[src/hdl/rmsc_pkg.sv]
`default_nettype none
// ----------------------------------------------------------------------------
// Relative motion to scroll converter: shared package
// Field widths, event codes, register indexes, and the types that pass
// between the controller and the datapath.
// ----------------------------------------------------------------------------
package rmsc_pkg;

  // Field widths.
  localparam int TYPE_W  = 5;
  localparam int CODE_W  = 10;
  localparam int VALUE_W = 32;
  localparam int DIV_W   = 15;
  localparam int REM_W   = 16;
  localparam int SUM_W   = VALUE_W + 1;

  // Configuration port.
  localparam int CFG_IDX_W  = 2;
  localparam int CFG_DATA_W = DIV_W;

  localparam logic [CFG_IDX_W-1:0] REG_TRIGGER_CODE = 2'd0;
  localparam logic [CFG_IDX_W-1:0] REG_X_DIVISOR    = 2'd1;
  localparam logic [CFG_IDX_W-1:0] REG_Y_DIVISOR    = 2'd2;

  // Event types and codes.
  localparam logic [TYPE_W-1:0] TYPE_SYNC = 5'd0;
  localparam logic [TYPE_W-1:0] TYPE_KEY  = 5'd1;
  localparam logic [TYPE_W-1:0] TYPE_REL  = 5'd2;

  localparam logic [CODE_W-1:0] AXIS_X      = 10'd0;
  localparam logic [CODE_W-1:0] AXIS_Y      = 10'd1;
  localparam logic [CODE_W-1:0] CODE_HWHEEL = 10'd6;
  localparam logic [CODE_W-1:0] CODE_WHEEL  = 10'd8;

  // Divider: one quotient bit per cycle over the magnitude of the sum.
  localparam int DIV_STEPS = VALUE_W;
  localparam int DIV_CNT_W = $clog2(DIV_STEPS);

  typedef enum logic [1:0] {
    S_IDLE,
    S_CLASSIFY,
    S_DIVIDE,
    S_EMIT
  } state_t;

  typedef enum logic [1:0] {
    CLS_PASS,
    CLS_DROP_SYNC,
    CLS_TRIGGER,
    CLS_SCROLL
  } class_t;

  // Commands from the controller to the datapath.
  typedef struct packed {
    logic in_ready;
    logic capture;
    logic start_div;
    logic commit;
  } cmd_t;

  // Status from the datapath to the controller.
  typedef struct packed {
    class_t cls;
    logic   div_busy;
    logic   div_last;
    logic   emit_blocked;
  } stat_t;

endpackage : rmsc_pkg
`default_nettype wire

[src/hdl/rmsc_ifs.sv]
`default_nettype none
// ----------------------------------------------------------------------------
// Relative motion to scroll converter: channel interfaces
// Valid/ready channels for incoming events and for result events.
// ----------------------------------------------------------------------------
interface rmsc_in_if;
  import rmsc_pkg::*;

  logic                     valid;
  logic                     ready;
  logic [TYPE_W-1:0]        ev_type;
  logic [CODE_W-1:0]        ev_code;
  logic signed [VALUE_W-1:0] ev_value;

  modport source (output valid, output ev_type, output ev_code, output ev_value,
                  input ready);
  modport sink (input valid, input ev_type, input ev_code, input ev_value,
                output ready);
endinterface : rmsc_in_if

interface rmsc_out_if;
  import rmsc_pkg::*;

  logic                     valid;
  logic                     ready;
  logic [TYPE_W-1:0]        out_type;
  logic [CODE_W-1:0]        out_code;
  logic signed [VALUE_W-1:0] out_value;

  modport source (output valid, output out_type, output out_code, output out_value,
                  input ready);
  modport sink (input valid, input out_type, input out_code, input out_value,
                output ready);
endinterface : rmsc_out_if
`default_nettype wire

[src/hdl/rmsc_div.sv]
`default_nettype none
// ----------------------------------------------------------------------------
// Relative motion to scroll converter: iterative divider
// Unsigned restoring divider producing one quotient bit per cycle.
// ----------------------------------------------------------------------------
module rmsc_div (
  input  wire logic                          clk,
  input  wire logic                          rst,
  input  wire logic                          start,
  input  wire logic [rmsc_pkg::VALUE_W-1:0]  dividend,
  input  wire logic [rmsc_pkg::DIV_W-1:0]    divisor,
  output logic                               busy,
  output logic                               last,
  output logic [rmsc_pkg::VALUE_W-1:0]       quotient,
  output logic [rmsc_pkg::DIV_W-1:0]         remainder
);
  import rmsc_pkg::*;

  localparam logic [DIV_CNT_W-1:0] CNT_LAST = DIV_CNT_W'(DIV_STEPS - 1);

  logic [DIV_CNT_W-1:0] cnt;
  logic [DIV_W-1:0]     dvs;
  logic [DIV_W:0]       shifted;
  logic [DIV_W+1:0]     diff;
  logic                 fits;

  // One restoring step: shift in the next dividend bit and try a subtract.
  always_comb begin
    shifted = {remainder, quotient[VALUE_W-1]};
    diff    = {1'b0, shifted} - {2'b00, dvs};
    fits    = ~diff[DIV_W+1];
  end

  assign last = busy && (cnt == CNT_LAST);

  // Control of the step count.
  always_ff @(posedge clk) begin
    if (rst) begin
      busy <= 1'b0;
      cnt  <= '0;
    end else if (start) begin
      busy <= 1'b1;
      cnt  <= '0;
    end else if (busy) begin
      busy <= !last;
      cnt  <= cnt + 1'b1;
    end
  end

  // Partial remainder and quotient shift register.
  always_ff @(posedge clk) begin
    if (start) begin
      dvs       <= divisor;
      remainder <= '0;
      quotient  <= dividend;
    end else if (busy) begin
      remainder <= fits ? diff[DIV_W-1:0] : shifted[DIV_W-1:0];
      quotient  <= {quotient[VALUE_W-2:0], fits};
    end
  end

endmodule : rmsc_div
`default_nettype wire

[src/hdl/rmsc_ctrl.sv]
`default_nettype none
// ----------------------------------------------------------------------------
// Relative motion to scroll converter: controller
// Steps each item through capture, classification, division (scroll items only) and commit.
// ----------------------------------------------------------------------------
module rmsc_ctrl (
  input  wire logic             clk,
  input  wire logic             rst,
  input  wire logic             in_valid,
  input  wire rmsc_pkg::stat_t  stat,
  output rmsc_pkg::cmd_t        cmd,
  output rmsc_pkg::state_t      state
);
  import rmsc_pkg::*;

  state_t state_next;

  // State register.
  always_ff @(posedge clk) begin
    if (rst) begin
      state <= S_IDLE;
    end else begin
      state <= state_next;
    end
  end

  // Next state.
  always_comb begin
    state_next = state;
    case (state)
      S_IDLE: begin
        if (in_valid) state_next = S_CLASSIFY;
      end
      S_CLASSIFY: begin
        state_next = (stat.cls == CLS_SCROLL) ? S_DIVIDE : S_EMIT;
      end
      S_DIVIDE: begin
        if (stat.div_last) state_next = S_EMIT;
      end
      S_EMIT: begin
        if (!stat.emit_blocked) state_next = S_IDLE;
      end
      default: begin
        state_next = S_IDLE;
      end
    endcase
  end

  // Commands.
  always_comb begin
    cmd = '0;
    case (state)
      S_IDLE: begin
        cmd.in_ready = 1'b1;
        cmd.capture  = in_valid;
      end
      S_CLASSIFY: begin
        cmd.start_div = (stat.cls == CLS_SCROLL);
      end
      S_DIVIDE: begin
        cmd = '0;
      end
      S_EMIT: begin
        cmd.commit = !stat.emit_blocked;
      end
      default: begin
        cmd = '0;
      end
    endcase
  end

endmodule : rmsc_ctrl
`default_nettype wire

[src/hdl/rmsc_datapath.sv]
`default_nettype none
// ----------------------------------------------------------------------------
// Relative motion to scroll converter: datapath
// Configuration and mode registers, per-axis remainders, the divider and the
// result register.
// ----------------------------------------------------------------------------
module rmsc_datapath (
  input  wire logic                                 clk,
  input  wire logic                                 rst,
  input  wire logic                                 cfg_wr_en,
  input  wire logic [rmsc_pkg::CFG_IDX_W-1:0]       cfg_index,
  input  wire logic [rmsc_pkg::CFG_DATA_W-1:0]      cfg_data,
  input  wire rmsc_pkg::cmd_t                       cmd,
  output rmsc_pkg::stat_t                           stat,
  input  wire logic [rmsc_pkg::TYPE_W-1:0]          ev_type,
  input  wire logic [rmsc_pkg::CODE_W-1:0]          ev_code,
  input  wire logic signed [rmsc_pkg::VALUE_W-1:0]  ev_value,
  input  wire logic                                 out_ready,
  output logic                                      out_valid,
  output logic [rmsc_pkg::TYPE_W-1:0]               out_type,
  output logic [rmsc_pkg::CODE_W-1:0]               out_code,
  output logic signed [rmsc_pkg::VALUE_W-1:0]       out_value
);
  import rmsc_pkg::*;

  localparam logic [VALUE_W-1:0] VAL_MIN = {1'b1, {(VALUE_W-1){1'b0}}};
  localparam logic [VALUE_W-1:0] VAL_MAX = {1'b0, {(VALUE_W-1){1'b1}}};

  // Configuration and mode state.
  logic [CODE_W-1:0]       trigger_code;
  logic [DIV_W-1:0]        x_divisor;
  logic [DIV_W-1:0]        y_divisor;
  logic                    scroll_mode;
  logic                    drop_next_sync;
  logic signed [REM_W-1:0] x_remainder;
  logic signed [REM_W-1:0] y_remainder;

  // Captured item.
  logic [TYPE_W-1:0]        it_type;
  logic [CODE_W-1:0]        it_code;
  logic [VALUE_W-1:0]       it_value;
  logic signed [SUM_W-1:0]  sum;

  // Working signals.
  logic signed [REM_W-1:0] rem_in;
  logic [SUM_W-1:0]        sum_abs;
  logic [DIV_W-1:0]        div_sel;
  logic                    div_busy;
  logic                    div_last;
  logic [VALUE_W-1:0]      quo;
  logic [DIV_W-1:0]        rem_mag;
  logic                    quo_zero;
  logic                    has_result;
  logic [VALUE_W-1:0]      sat_value;
  logic [REM_W-1:0]        rem_new;
  logic                    is_y;
  class_t                  cls;

  // Configuration writes.
  always_ff @(posedge clk) begin
    if (rst) begin
      trigger_code <= '0;
      x_divisor    <= DIV_W'(1);
      y_divisor    <= DIV_W'(1);
    end else if (cfg_wr_en) begin
      case (cfg_index)
        REG_TRIGGER_CODE: trigger_code <= cfg_data[CODE_W-1:0];
        REG_X_DIVISOR:    x_divisor    <= cfg_data;
        REG_Y_DIVISOR:    y_divisor    <= cfg_data;
        default:          trigger_code <= trigger_code;
      endcase
    end
  end

  // Capture the item and add the remainder of the addressed axis.
  assign rem_in = (ev_code == AXIS_Y) ? y_remainder : x_remainder;

  always_ff @(posedge clk) begin
    if (cmd.capture) begin
      it_type  <= ev_type;
      it_code  <= ev_code;
      it_value <= ev_value;
      sum      <= SUM_W'(rem_in) + SUM_W'(ev_value);
    end
  end

  // Classify the captured item against the current mode.
  assign is_y = (it_code == AXIS_Y);

  always_comb begin
    if (it_type == TYPE_SYNC && drop_next_sync) begin
      cls = CLS_DROP_SYNC;
    end else if (it_type == TYPE_KEY && it_code == trigger_code) begin
      cls = CLS_TRIGGER;
    end else if (scroll_mode && it_type == TYPE_REL &&
                 (it_code == AXIS_X || it_code == AXIS_Y)) begin
      cls = CLS_SCROLL;
    end else begin
      cls = CLS_PASS;
    end
  end

  // Divider operands: magnitude of the sum, zero divisor treated as one.
  always_comb begin
    sum_abs = sum[SUM_W-1] ? SUM_W'(-sum) : SUM_W'(sum);
    div_sel = is_y ? y_divisor : x_divisor;
    if (div_sel == '0) div_sel = DIV_W'(1);
  end

  rmsc_div u_div (
    .clk       (clk),
    .rst       (rst),
    .start     (cmd.start_div),
    .dividend  (sum_abs[VALUE_W-1:0]),
    .divisor   (div_sel),
    .busy      (div_busy),
    .last      (div_last),
    .quotient  (quo),
    .remainder (rem_mag)
  );

  // Signed quotient with saturation, and the signed remainder.
  always_comb begin
    quo_zero = (quo == '0);
    if (sum[SUM_W-1]) begin
      sat_value = (quo > VAL_MIN) ? VAL_MIN : VALUE_W'(-quo);
      rem_new   = REM_W'(-{1'b0, rem_mag});
    end else begin
      sat_value = quo[VALUE_W-1] ? VAL_MAX : quo;
      rem_new   = {1'b0, rem_mag};
    end
    has_result = (cls == CLS_PASS) || (cls == CLS_SCROLL && !quo_zero);
  end

  assign stat.cls          = cls;
  assign stat.div_busy     = div_busy;
  assign stat.div_last     = div_last;
  assign stat.emit_blocked = has_result && out_valid && !out_ready;

  // Mode, drop flag and remainder updates at commit.
  always_ff @(posedge clk) begin
    if (rst) begin
      scroll_mode    <= 1'b0;
      drop_next_sync <= 1'b0;
      x_remainder    <= '0;
      y_remainder    <= '0;
    end else if (cmd.commit) begin
      drop_next_sync <= (cls == CLS_TRIGGER) || (cls == CLS_SCROLL && quo_zero);
      if (cls == CLS_TRIGGER) scroll_mode <= (it_value != '0);
      if (cls == CLS_SCROLL) begin
        if (is_y) y_remainder <= rem_new;
        else x_remainder <= rem_new;
      end
    end
  end

  // Result register: it holds one item until the receiver takes it.
  always_ff @(posedge clk) begin
    if (rst) begin
      out_valid <= 1'b0;
    end else if (cmd.commit && has_result) begin
      out_valid <= 1'b1;
    end else if (out_ready) begin
      out_valid <= 1'b0;
    end
  end

  always_ff @(posedge clk) begin
    if (cmd.commit && has_result) begin
      out_type <= it_type;
      if (cls == CLS_SCROLL) begin
        out_code  <= is_y ? CODE_WHEEL : CODE_HWHEEL;
        out_value <= sat_value;
      end else begin
        out_code  <= it_code;
        out_value <= it_value;
      end
    end
  end

endmodule : rmsc_datapath
`default_nettype wire

[src/hdl/rel_motion_to_scroll_converter_unit.sv]
`default_nettype none
// ----------------------------------------------------------------------------
// Relative motion to scroll converter: top level
// Turns relative pointer motion into wheel events while scroll mode is on.
// ----------------------------------------------------------------------------
// ev_in carries one input event per item (type, code, signed value); ev_out
// carries at most one result event per input item. Both are valid/ready.
// The configuration port writes trigger_code, x_divisor or y_divisor on any
// cycle with cfg_wr_en high; write it only while no item is in flight.
// Passed, swallowed and trigger items go through accept, classify and emit;
// scroll-mode X/Y motion also passes the divide state, where the shared
// restoring divider produces one quotient bit per cycle over the 32-bit
// magnitude of remainder plus motion. The next item is accepted only in idle.
// A result appears on ev_out the cycle after the item completes.
// rst (synchronous) sets pointer mode, clears both remainders and the
// sync-drop flag, and loads trigger code 0 and divisors of 1.
// A result waits in the output register while ev_out.ready is low; the
// block still accepts and works on the next item and holds only at the
// point where that item needs the output register.
// ----------------------------------------------------------------------------
module rel_motion_to_scroll_converter_unit (
  input  wire logic                               clk,
  input  wire logic                               rst,
  input  wire logic                               cfg_wr_en,
  input  wire logic [rmsc_pkg::CFG_IDX_W-1:0]     cfg_index,
  input  wire logic [rmsc_pkg::CFG_DATA_W-1:0]    cfg_data,
  rmsc_in_if.sink                                 ev_in,
  rmsc_out_if.source                              ev_out
);
  import rmsc_pkg::*;

  cmd_t   cmd;
  stat_t  stat;
  state_t state;

  // Sequencer.
  rmsc_ctrl u_ctrl (
    .clk      (clk),
    .rst      (rst),
    .in_valid (ev_in.valid),
    .stat     (stat),
    .cmd      (cmd),
    .state    (state)
  );

  assign ev_in.ready = cmd.in_ready;

  // Datapath.
  rmsc_datapath u_datapath (
    .clk       (clk),
    .rst       (rst),
    .cfg_wr_en (cfg_wr_en),
    .cfg_index (cfg_index),
    .cfg_data  (cfg_data),
    .cmd       (cmd),
    .stat      (stat),
    .ev_type   (ev_in.ev_type),
    .ev_code   (ev_in.ev_code),
    .ev_value  (ev_in.ev_value),
    .out_ready (ev_out.ready),
    .out_valid (ev_out.valid),
    .out_type  (ev_out.out_type),
    .out_code  (ev_out.out_code),
    .out_value (ev_out.out_value)
  );

`ifndef SYNTHESIS
  // The divider is busy whenever the sequencer waits for it.
  a_div_busy_in_divide: assert property (@(posedge clk) disable iff (rst)
    (state == S_DIVIDE) |-> stat.div_busy)
    else $error("divider idle while waiting for a quotient");

  // An accepted item is classified in the following cycle.
  a_accept_then_classify: assert property (@(posedge clk) disable iff (rst)
    (ev_in.valid && ev_in.ready) |=> (state == S_CLASSIFY))
    else $error("accepted item not classified next cycle");

  // A commit never overwrites a result that the receiver has not taken.
  a_no_overwrite: assert property (@(posedge clk) disable iff (rst)
    (cmd.commit && ev_out.valid && !ev_out.ready) |=> $stable(ev_out.out_value))
    else $error("pending result overwritten");
`endif

endmodule : rel_motion_to_scroll_converter_unit
`default_nettype wire

[src/flat_wrapper.sv]
// flat-port wrapper written by rule: the top's interface ports become plain ports
module rel_motion_to_scroll_converter_unit_flat import rmsc_pkg::*;
  (clk, rst, cfg_wr_en, cfg_index, cfg_data, ev_in_valid, ev_in_ev_type, ev_in_ev_code, ev_in_ev_value, ev_in_ready, ev_out_valid, ev_out_out_type, ev_out_out_code, ev_out_out_value, ev_out_ready);
  rmsc_in_if ev_in_i ();
  rmsc_out_if ev_out_i ();
  input  wire logic clk;
  input  wire logic rst;
  input  wire logic cfg_wr_en;
  input  wire logic [rmsc_pkg::CFG_IDX_W-1:0] cfg_index;
  input  wire logic [rmsc_pkg::CFG_DATA_W-1:0] cfg_data;
  input wire logic [$bits(ev_in_i.valid)-1:0] ev_in_valid;
  input wire logic [$bits(ev_in_i.ev_type)-1:0] ev_in_ev_type;
  input wire logic [$bits(ev_in_i.ev_code)-1:0] ev_in_ev_code;
  input wire logic [$bits(ev_in_i.ev_value)-1:0] ev_in_ev_value;
  output wire logic [$bits(ev_in_i.ready)-1:0] ev_in_ready;
  output wire logic [$bits(ev_out_i.valid)-1:0] ev_out_valid;
  output wire logic [$bits(ev_out_i.out_type)-1:0] ev_out_out_type;
  output wire logic [$bits(ev_out_i.out_code)-1:0] ev_out_out_code;
  output wire logic [$bits(ev_out_i.out_value)-1:0] ev_out_out_value;
  input wire logic [$bits(ev_out_i.ready)-1:0] ev_out_ready;
  assign ev_in_i.valid = ev_in_valid;
  assign ev_in_i.ev_type = ev_in_ev_type;
  assign ev_in_i.ev_code = ev_in_ev_code;
  assign ev_in_i.ev_value = ev_in_ev_value;
  assign ev_in_ready = ev_in_i.ready;
  assign ev_out_valid = ev_out_i.valid;
  assign ev_out_out_type = ev_out_i.out_type;
  assign ev_out_out_code = ev_out_i.out_code;
  assign ev_out_out_value = ev_out_i.out_value;
  assign ev_out_i.ready = ev_out_ready;
  rel_motion_to_scroll_converter_unit u_core (.clk(clk), .rst(rst), .cfg_wr_en(cfg_wr_en), .cfg_index(cfg_index), .cfg_data(cfg_data), .ev_in(ev_in_i), .ev_out(ev_out_i));
endmodule
[config.mk]
export PLATFORM = sky130hd
export DESIGN_NAME = rel_motion_to_scroll_converter_unit_flat
export DESIGN_NICKNAME = d
export VERILOG_FILES = /design/src/hdl/rmsc_pkg.sv /design/src/hdl/rmsc_ifs.sv /design/src/hdl/rmsc_div.sv /design/src/hdl/rmsc_ctrl.sv /design/src/hdl/rmsc_datapath.sv /design/src/hdl/rel_motion_to_scroll_converter_unit.sv /design/src/flat_wrapper.sv
export SDC_FILE = /design/constraint.sdc
export NUM_CORES = 1
export LEC_CHECK = 0
export BUFFER_PORTS_ARGS = -buffer_cell sky130_fd_sc_hd__buf_2
export CELL_PAD_IN_SITES_DETAIL_PLACEMENT = 1
export CELL_PAD_IN_SITES_GLOBAL_PLACEMENT = 2
export CORE_ASPECT_RATIO = 1.2
export CORE_MARGIN = 4
export CORE_UTILIZATION = 36
export CTS_BUF_LIST = sky130_fd_sc_hd__clkbuf_8
export DETAILED_ROUTE_END_ITERATION = 12
export PLACE_DENSITY_LB_ADDON = 0.1
export SYNTH_ARGS = -nofsm -noshare
export SYNTH_HDL_FRONTEND = slang
export SYNTH_SLANG_ARGS = --single-unit
[constraint.sdc]
create_clock -name clk -period 3.8 [get_ports clk]
set_clock_uncertainty 0.1 [all_clocks]
set_input_delay 0.19 -clock clk [delete_from_list [all_inputs] [get_ports clk]]
set_output_delay 0.19 -clock clk [all_outputs]
set_load 0.005 [all_outputs]
# Word level (Yosys, flattened, before mapping)
# Index checks and enable logic that the tools add are counted.
[totals] regBits=272 input_bits=69 word_cells=109
[classes] reduce_logical=35 add_sub_neg=6 n_mux=28 eq_ne=16 bitwise_logic=2 magnitude_cmp=1
[ops] op="$mux 32" count=6
[ops] op="$neg 32->32" count=2
[ops] op="$add 16x32->33" count=1
[ops] op="$gt 32x32->1 const B" count=1
[ops] op="$logic_not 32->1" count=1
[ops] op="$mux 16" count=2
[ops] op="$reduce_bool 32->1" count=1
[ops] op="$mux 31" count=1
[ops] op="$mux 15" count=2
[ops] op="$eq 10x1->1 const B" count=2
[ops] op="$sub 16x15->17" count=1
[ops] op="$neg 15->16" count=1
[ops] op="$logic_not 15->1" count=1
[ops] op="$mux 2" count=7
[ops] op="$eq 10x10->1" count=1
[ops] op="$eq 2x2->1 const B" count=5
[ops] op="$logic_and 1x1->1" count=10
[ops] op="$logic_not 10->1" count=1
[ops] op="$mux 10" count=1
[ops] op="$reduce_and 3->1" count=3
[ops] op="$pmux 2 s4" count=1
[ops] op="$reduce_and 2->1" count=4
[ops] op="$mux 1" count=7
[ops] op="$logic_not 2->1" count=3
[ops] op="other kinds (13)" count=23

# Depth between registers and ports, before layout
[logic_depth] ltp_word=15 mapped_depth=15

# By module
# A second synthesis with hierarchy kept.
[unflattened] hier_cells=1493 hier_area_um2=15084.5
[by_module_without_submodules] module="rmsc_datapath" cells_per_inst=1140 n_inst=1 area_each_um2=11094.4
[by_module_without_submodules] module="rmsc_div" cells_per_inst=330 n_inst=1 area_each_um2=3781.1
[by_module_without_submodules] module="rmsc_ctrl" cells_per_inst=23 n_inst=1 area_each_um2=209.0

# Least setup slack after synthesis
# Ideal clock, no wire load.
[synth_path] kind="reg-to-reg" startpoint="register u_core.u_datapath.u_div.quotient[0] (netlist bit)" endpoint="register u_core.u_datapath.out_code[0] (netlist bit) (enable)" required_ns=3.243 setup_ns=0.457 stages_incl_launch_ff=9 synth_period_minus_slack_ns=4.062 slack_ns=-0.262 n_path_buf=0 arrival_time_ns=3.505 path_cell_list="edfxtp_1 inv_1 ha_1 nor3b_2 nand4_4 nor2_1 a31oi_1 nand3_1 nor2b_1"
[synth_via] elab_chain_len=9
[synth_rtl] element="start: declaration" line_no="rmsc_div.sv:14" source="output logic [rmsc_pkg::VALUE_W-1:0] quotient,"
[synth_rtl] element="start signal: assignment" line_no="rmsc_div.sv:55" source="quotient <= dividend;"
[synth_rtl] element="start signal: assignment" line_no="rmsc_div.sv:58" source="quotient <= {quotient[VALUE_W-2:0], fits};"
[synth_rtl] element="$logic_not 32->1 (*)" line_no="rmsc_datapath.sv:124" source="quo_zero = (quo == '0);"
[synth_rtl] element="$logic_not 1->1 (*)" line_no="rmsc_datapath.sv:132" source="has_result = (cls == CLS_PASS) || (cls == CLS_SCROLL && !quo_zero);"
[synth_rtl] element="$logic_and 1x1->1 (*)" line_no="rmsc_datapath.sv:132"
[synth_rtl] element="$logic_or 1x1->1 (*)" line_no="rmsc_datapath.sv:132"
[synth_rtl] element="$logic_and 1x1->1 (2 in series)" line_no="rmsc_datapath.sv:138" source="assign stat.emit_blocked = has_result && out_valid && !out_ready;"
[synth_rtl] element="$logic_not 1->1" line_no="rmsc_ctrl.sv:64" source="cmd.commit = !stat.emit_blocked;"
[synth_rtl] element="$mux 1" line_no="rmsc_ctrl.sv:52" source="case (state)"
[synth_rtl] element="$logic_and 1x1->1 (*)" line_no="rmsc_datapath.sv:169" source="if (cmd.commit && has_result) begin"
[synth_rtl] element="end signal: assignment" line_no="rmsc_datapath.sv:172" source="out_code <= is_y ? CODE_WHEEL : CODE_HWHEEL;"
[synth_rtl] element="end signal: assignment" line_no="rmsc_datapath.sv:175" source="out_code <= it_code;"
[synth_rtl] element="end: declaration" line_no="rmsc_datapath.sv:21" source="output logic [rmsc_pkg::CODE_W-1:0] out_code,"
# Every way passes the cells marked *; elsewhere a longest branch is shown, timed or not.
# A chain may end at the register's enable or synchronous reset.

# Final worst setup path
[layout_path] startpoint="input ev_in_ev_code[7]" endpoint="register u_core.u_datapath.sum[29], data pin"
[layout_via] elab_chain_len=3
[layout_rtl] element="start: declaration" line_no="flat_wrapper.sv:13" source="input wire logic [$bits(ev_in_i.ev_code)-1:0] ev_in_ev_code;"
[layout_rtl] element="$eq 10x1->1" line_no="rmsc_datapath.sv:76" source="assign rem_in = (ev_code == AXIS_Y) ? y_remainder : x_remainder;"
[layout_rtl] element="$mux 16" line_no="rmsc_datapath.sv:76"
[layout_rtl] element="$add 16x32->33" line_no="rmsc_datapath.sv:83" source="sum <= SUM_W'(rem_in) + SUM_W'(ev_value);"
[layout_rtl] element="end signal: assignment" line_no="rmsc_datapath.sv:83"
[layout_rtl] element="end: declaration" line_no="rmsc_datapath.sv:42" source="logic signed [SUM_W-1:0] sum;"
# Every way passes these cells.

==> reports/qor.yml <==
holdCritPathClass: "input pin to flip-flop"
slowest_stage: "a211o_1"
synthesis.area_um2: 14600
arrival_ns: 3.76
drive_gt1_share_pct: 19.9
cp.required_ns: 4.04
grt_pass1_wl_um: 70900
hold_start: "rst"
cts_resized: 0
cts_inserted_buffers: 49
routabilityCongestion: 0.836
tightest_slew_ns: 1.09
grt_pass1_vias: 12900
async_flop_share_pct: 0
timing.final.ws_setup_ns: 0.276
fill_cells: 4580
chipWidth_um: 192
hold_viol: 0
diodes: 0
overflow: 0
r2r_setup_slack_ns: 0.33
vias_per_cell: 5.19
crit_family: "compound AO/OA/AOI/OAI gates"
port_buffers: 117
timing.rr.end: "u_core.u_datapath.sum[29]"
postCtsHoldBufs: 66
synth_area_leader_cell: "edfxtp_1"
drtPass1Iterations: 4
crit_chain: "buf_2 -> nor4_1 -> nand4b_1 -> buf_4 -> mux2_2 -> ha_1 -> a211oi_1 -> o21ai_0 -> a211oi_1 -> o21ai_0 -> a211o_1 -> a311o_1 -> a221oi_1 -> xnor2_1"
cp.depth: 14
crit_start: "ev_in_ev_code[7]"
dp_hpwl_um: 33700
clock_path_buffers: 3
slew_headroom_pct: 26.9
pwr_density_cell_nw_per_um2: 448
fin_nets: 1900
vias: 12200
dpl.cell_count: 2189
synth_area_leaders: "edfxtp_1 36%, dfxtp_1 13%, nand2_1 5.1%"
fin_crit_sh_pct: 92.7
synth_most_common_cell: "nand2_1"
netlist_top_cells_count: "198 x nand2_1, 174 x edfxtp_1, 126 x a21oi_1"
grt_max_degree: 61
ys_seq_elements: 272
core_area_um2: 39900
syn2layout_area_growth_pct: 24.2
io_pins: 118
placement_rows: 80
wl_per_cell_um: 19.0
dieArea_um2: 43800
r2r_start: "u_core.u_datapath.x_remainder[1]"
pre_cts_ws_ns: -0.389
vdd_drop_max_uv: 216
ys_seq_area_share_pct: 49.3
setup_viol: 0
die_h_um: 228
drt_iter0_drc: 441
timing.final.crit_period_ns: 3.52
root_buffer: "clkbuf_8"
slowest_delay_ns: 0.36
stdcell_count: 2346
ys.warnings.count: 0
grt_use_total_pct: 20.3
grt_antenna_before_repair: 3
cts_setup_buffers: 0
rsz0062_at_grt: "no"
status: "complete, no violations"
synth_area_per_cell_um2: 9.71
cp_max_fo: 5
drc: 0
drtAntennaViolNets: 0
power.static_leakage_nw: 7.25
end_kind: "flip-flop"
wl_um: 44500
maxCapViolCount: 0
crit_type: "input pin to flip-flop"
worst_setup_path_start_kind: "input pin"
clk-insertion-delay-late_ns: 0.60
htreeDepth: 2
syn_nets: 1628
synth_flop_cell: "edfxtp_1"
endpoint: "u_core.u_datapath.sum[29]"
fmaxAchievable_mhz: 284
cts_tree: "yes"
reg2regPathDepth: 10
worst-path-buf-inv: 2
syn_inst: 1501
cts_sinks: 272
synth_cell_types: 73
synth-edff-count: 174
cts.clk_slew.worst_paths_ns: 0.06
slew_violations: 0
synth_top_area_share_pct: 35.8
start_util_pct: 36.5
## per-layer routing
layer	up-vias	part of all wire, %	wire length, um	track usage (%)
met1	5902	42	18600	24.1
met4	4	3.0	1310	6.35
met2	175	52	23300	37.5
li1	6015	-	-	-
met3	78	2.7	1220	2.78
met5	-	0.052	23	0
## final cells by class
class,instances,area [um^2],area share (%)
Timing Repair Buffer,295,2090,11.5
Multi-Input combinational cell,1111,6960,38.5
Inverter,44,165,0.912
Clock buffer,56,771,4.26
Clock inverter,35,265,1.46
Tap cell,533,667,3.68
Sequential cell,272,7190,39.7
## through the flow
| step | utilization [%] | setup TNS, ns | hold WS, ns | power (mW) | instance area [um^2] |
|---|---|---|---|---|---|
| after floorplan | - | 0 | 0.189 | 4.71 | 14600 |
| after global placement | 41.1 | -1.80 | 0.271 | 5.21 | 16400 |
| after detailed placement | 41.1 | -2.24 | 0.273 | 5.24 | 16400 |
| after CTS | 45.3 | 0 | 0.0887 | 8.24 | 18100 |
| after global routing | 45.3 | 0 | 0.149 | 8.58 | 18100 |
| final | 45.3 | 0 | 0.137 | 8.11 | 18100 |
## worst register-to-register path, stage by stage, from the launching register on
cell and delay (ns):
dfxtp_1 0.32, mux2_2 0.29, ha_1 0.31, a211oi_1 0.31, o21ai_0 0.20, a211oi_1 0.31, o21ai_0 0.22, a211o_1 0.36
a311o_1 0.36, a221oi_1 0.35, xnor2_1 0.10
## layout by cell type (no fill, tap or decap), drive strengths merged, types with 4 or more instances in the layout
cell type / instances
inv: 63
ha: 56
clkinv: 12
mux2i: 17
nor4: 23
or2: 11
o41ai: 8
buf: 229
a21oi: 126
edfxtp: 174
nand3b: 25
nand3: 21
and2: 5
o21a: 8
o21ai: 121
dlygate4sd3: 66
a21o: 30
a31oi: 21
a211oi: 17
nor2b: 11
mux2: 31
nor3: 36
nor2: 125
or4: 11
or3: 15
o31ai: 19
o311ai: 5
nand2: 198
o21bai: 6
and3: 11
bufinv: 4
dfxtp: 98
nand2b: 14
xor2: 41
nand4: 14
xnor2: 47
clkbuf: 56
## worst min path at each step
stage	endpoint	depth (start not counted)
2_1_floorplan	u_core.u_datapath.it_code[0]	0
3_3_place_gp	u_core.u_datapath.it_type[3]	1
3_5_place_dp	u_core.u_datapath.it_type[4]	1
4_1_cts	u_core.u_datapath.x_divisor[11]	2
5_1_grt	u_core.u_datapath.trigger_code[0]	4
6_report	u_core.u_datapath.y_remainder[0]	2
## where the power goes
group	switching, mW	internal (mW)
logic	0.828	0.565
clock network	1.26	1.63
registers	0.252	3.57
total	2.34	5.77
## kinds of logic (layout without fill, tap and decap cells)
| group | count (synthesis) | in the layout | synth area share (%) |
|---|---|---|---|
| buffers and inverters | 118 | 430 | 3.12 |
| DFF | 272 | 272 | 49.3 |
| adders and majority gates | 58 | 58 | 5.08 |
| AOI/OAI and AO/OA | 386 | 386 | 15.8 |
| and+or+nand+nor | 531 | 531 | 17.9 |
| xor gates and xnor gates | 88 | 88 | 5.29 |
| muxes | 48 | 48 | 3.56 |
## sequential cells by signal, indices dropped and copies added (netlist names)
signal and cells:
u_core.u_datapath.sum 33, u_core.u_datapath.it_value 32, u_core.u_datapath.out_value 32, u_core.u_datapath.u_div.quotient 32, u_core.u_datapath.x_remainder 16, u_core.u_datapath.y_remainder 16, u_core.u_datapath.u_div.dvs 15, u_core.u_datapath.u_div.remainder 15
u_core.u_datapath.x_divisor 15, u_core.u_datapath.y_divisor 15, u_core.u_datapath.it_code 10, u_core.u_datapath.out_code 10, u_core.u_datapath.trigger_code 10, u_core.u_datapath.it_type 5, u_core.u_datapath.out_type 5, u_core.u_datapath.u_div.cnt 5
u_core.u_ctrl.state 2, u_core.u_datapath.drop_next_sync 1, u_core.u_datapath.out_valid 1, u_core.u_datapath.scroll_mode 1, u_core.u_datapath.u_div.busy 1
Note: power is estimated with default switching activity, not from simulation.
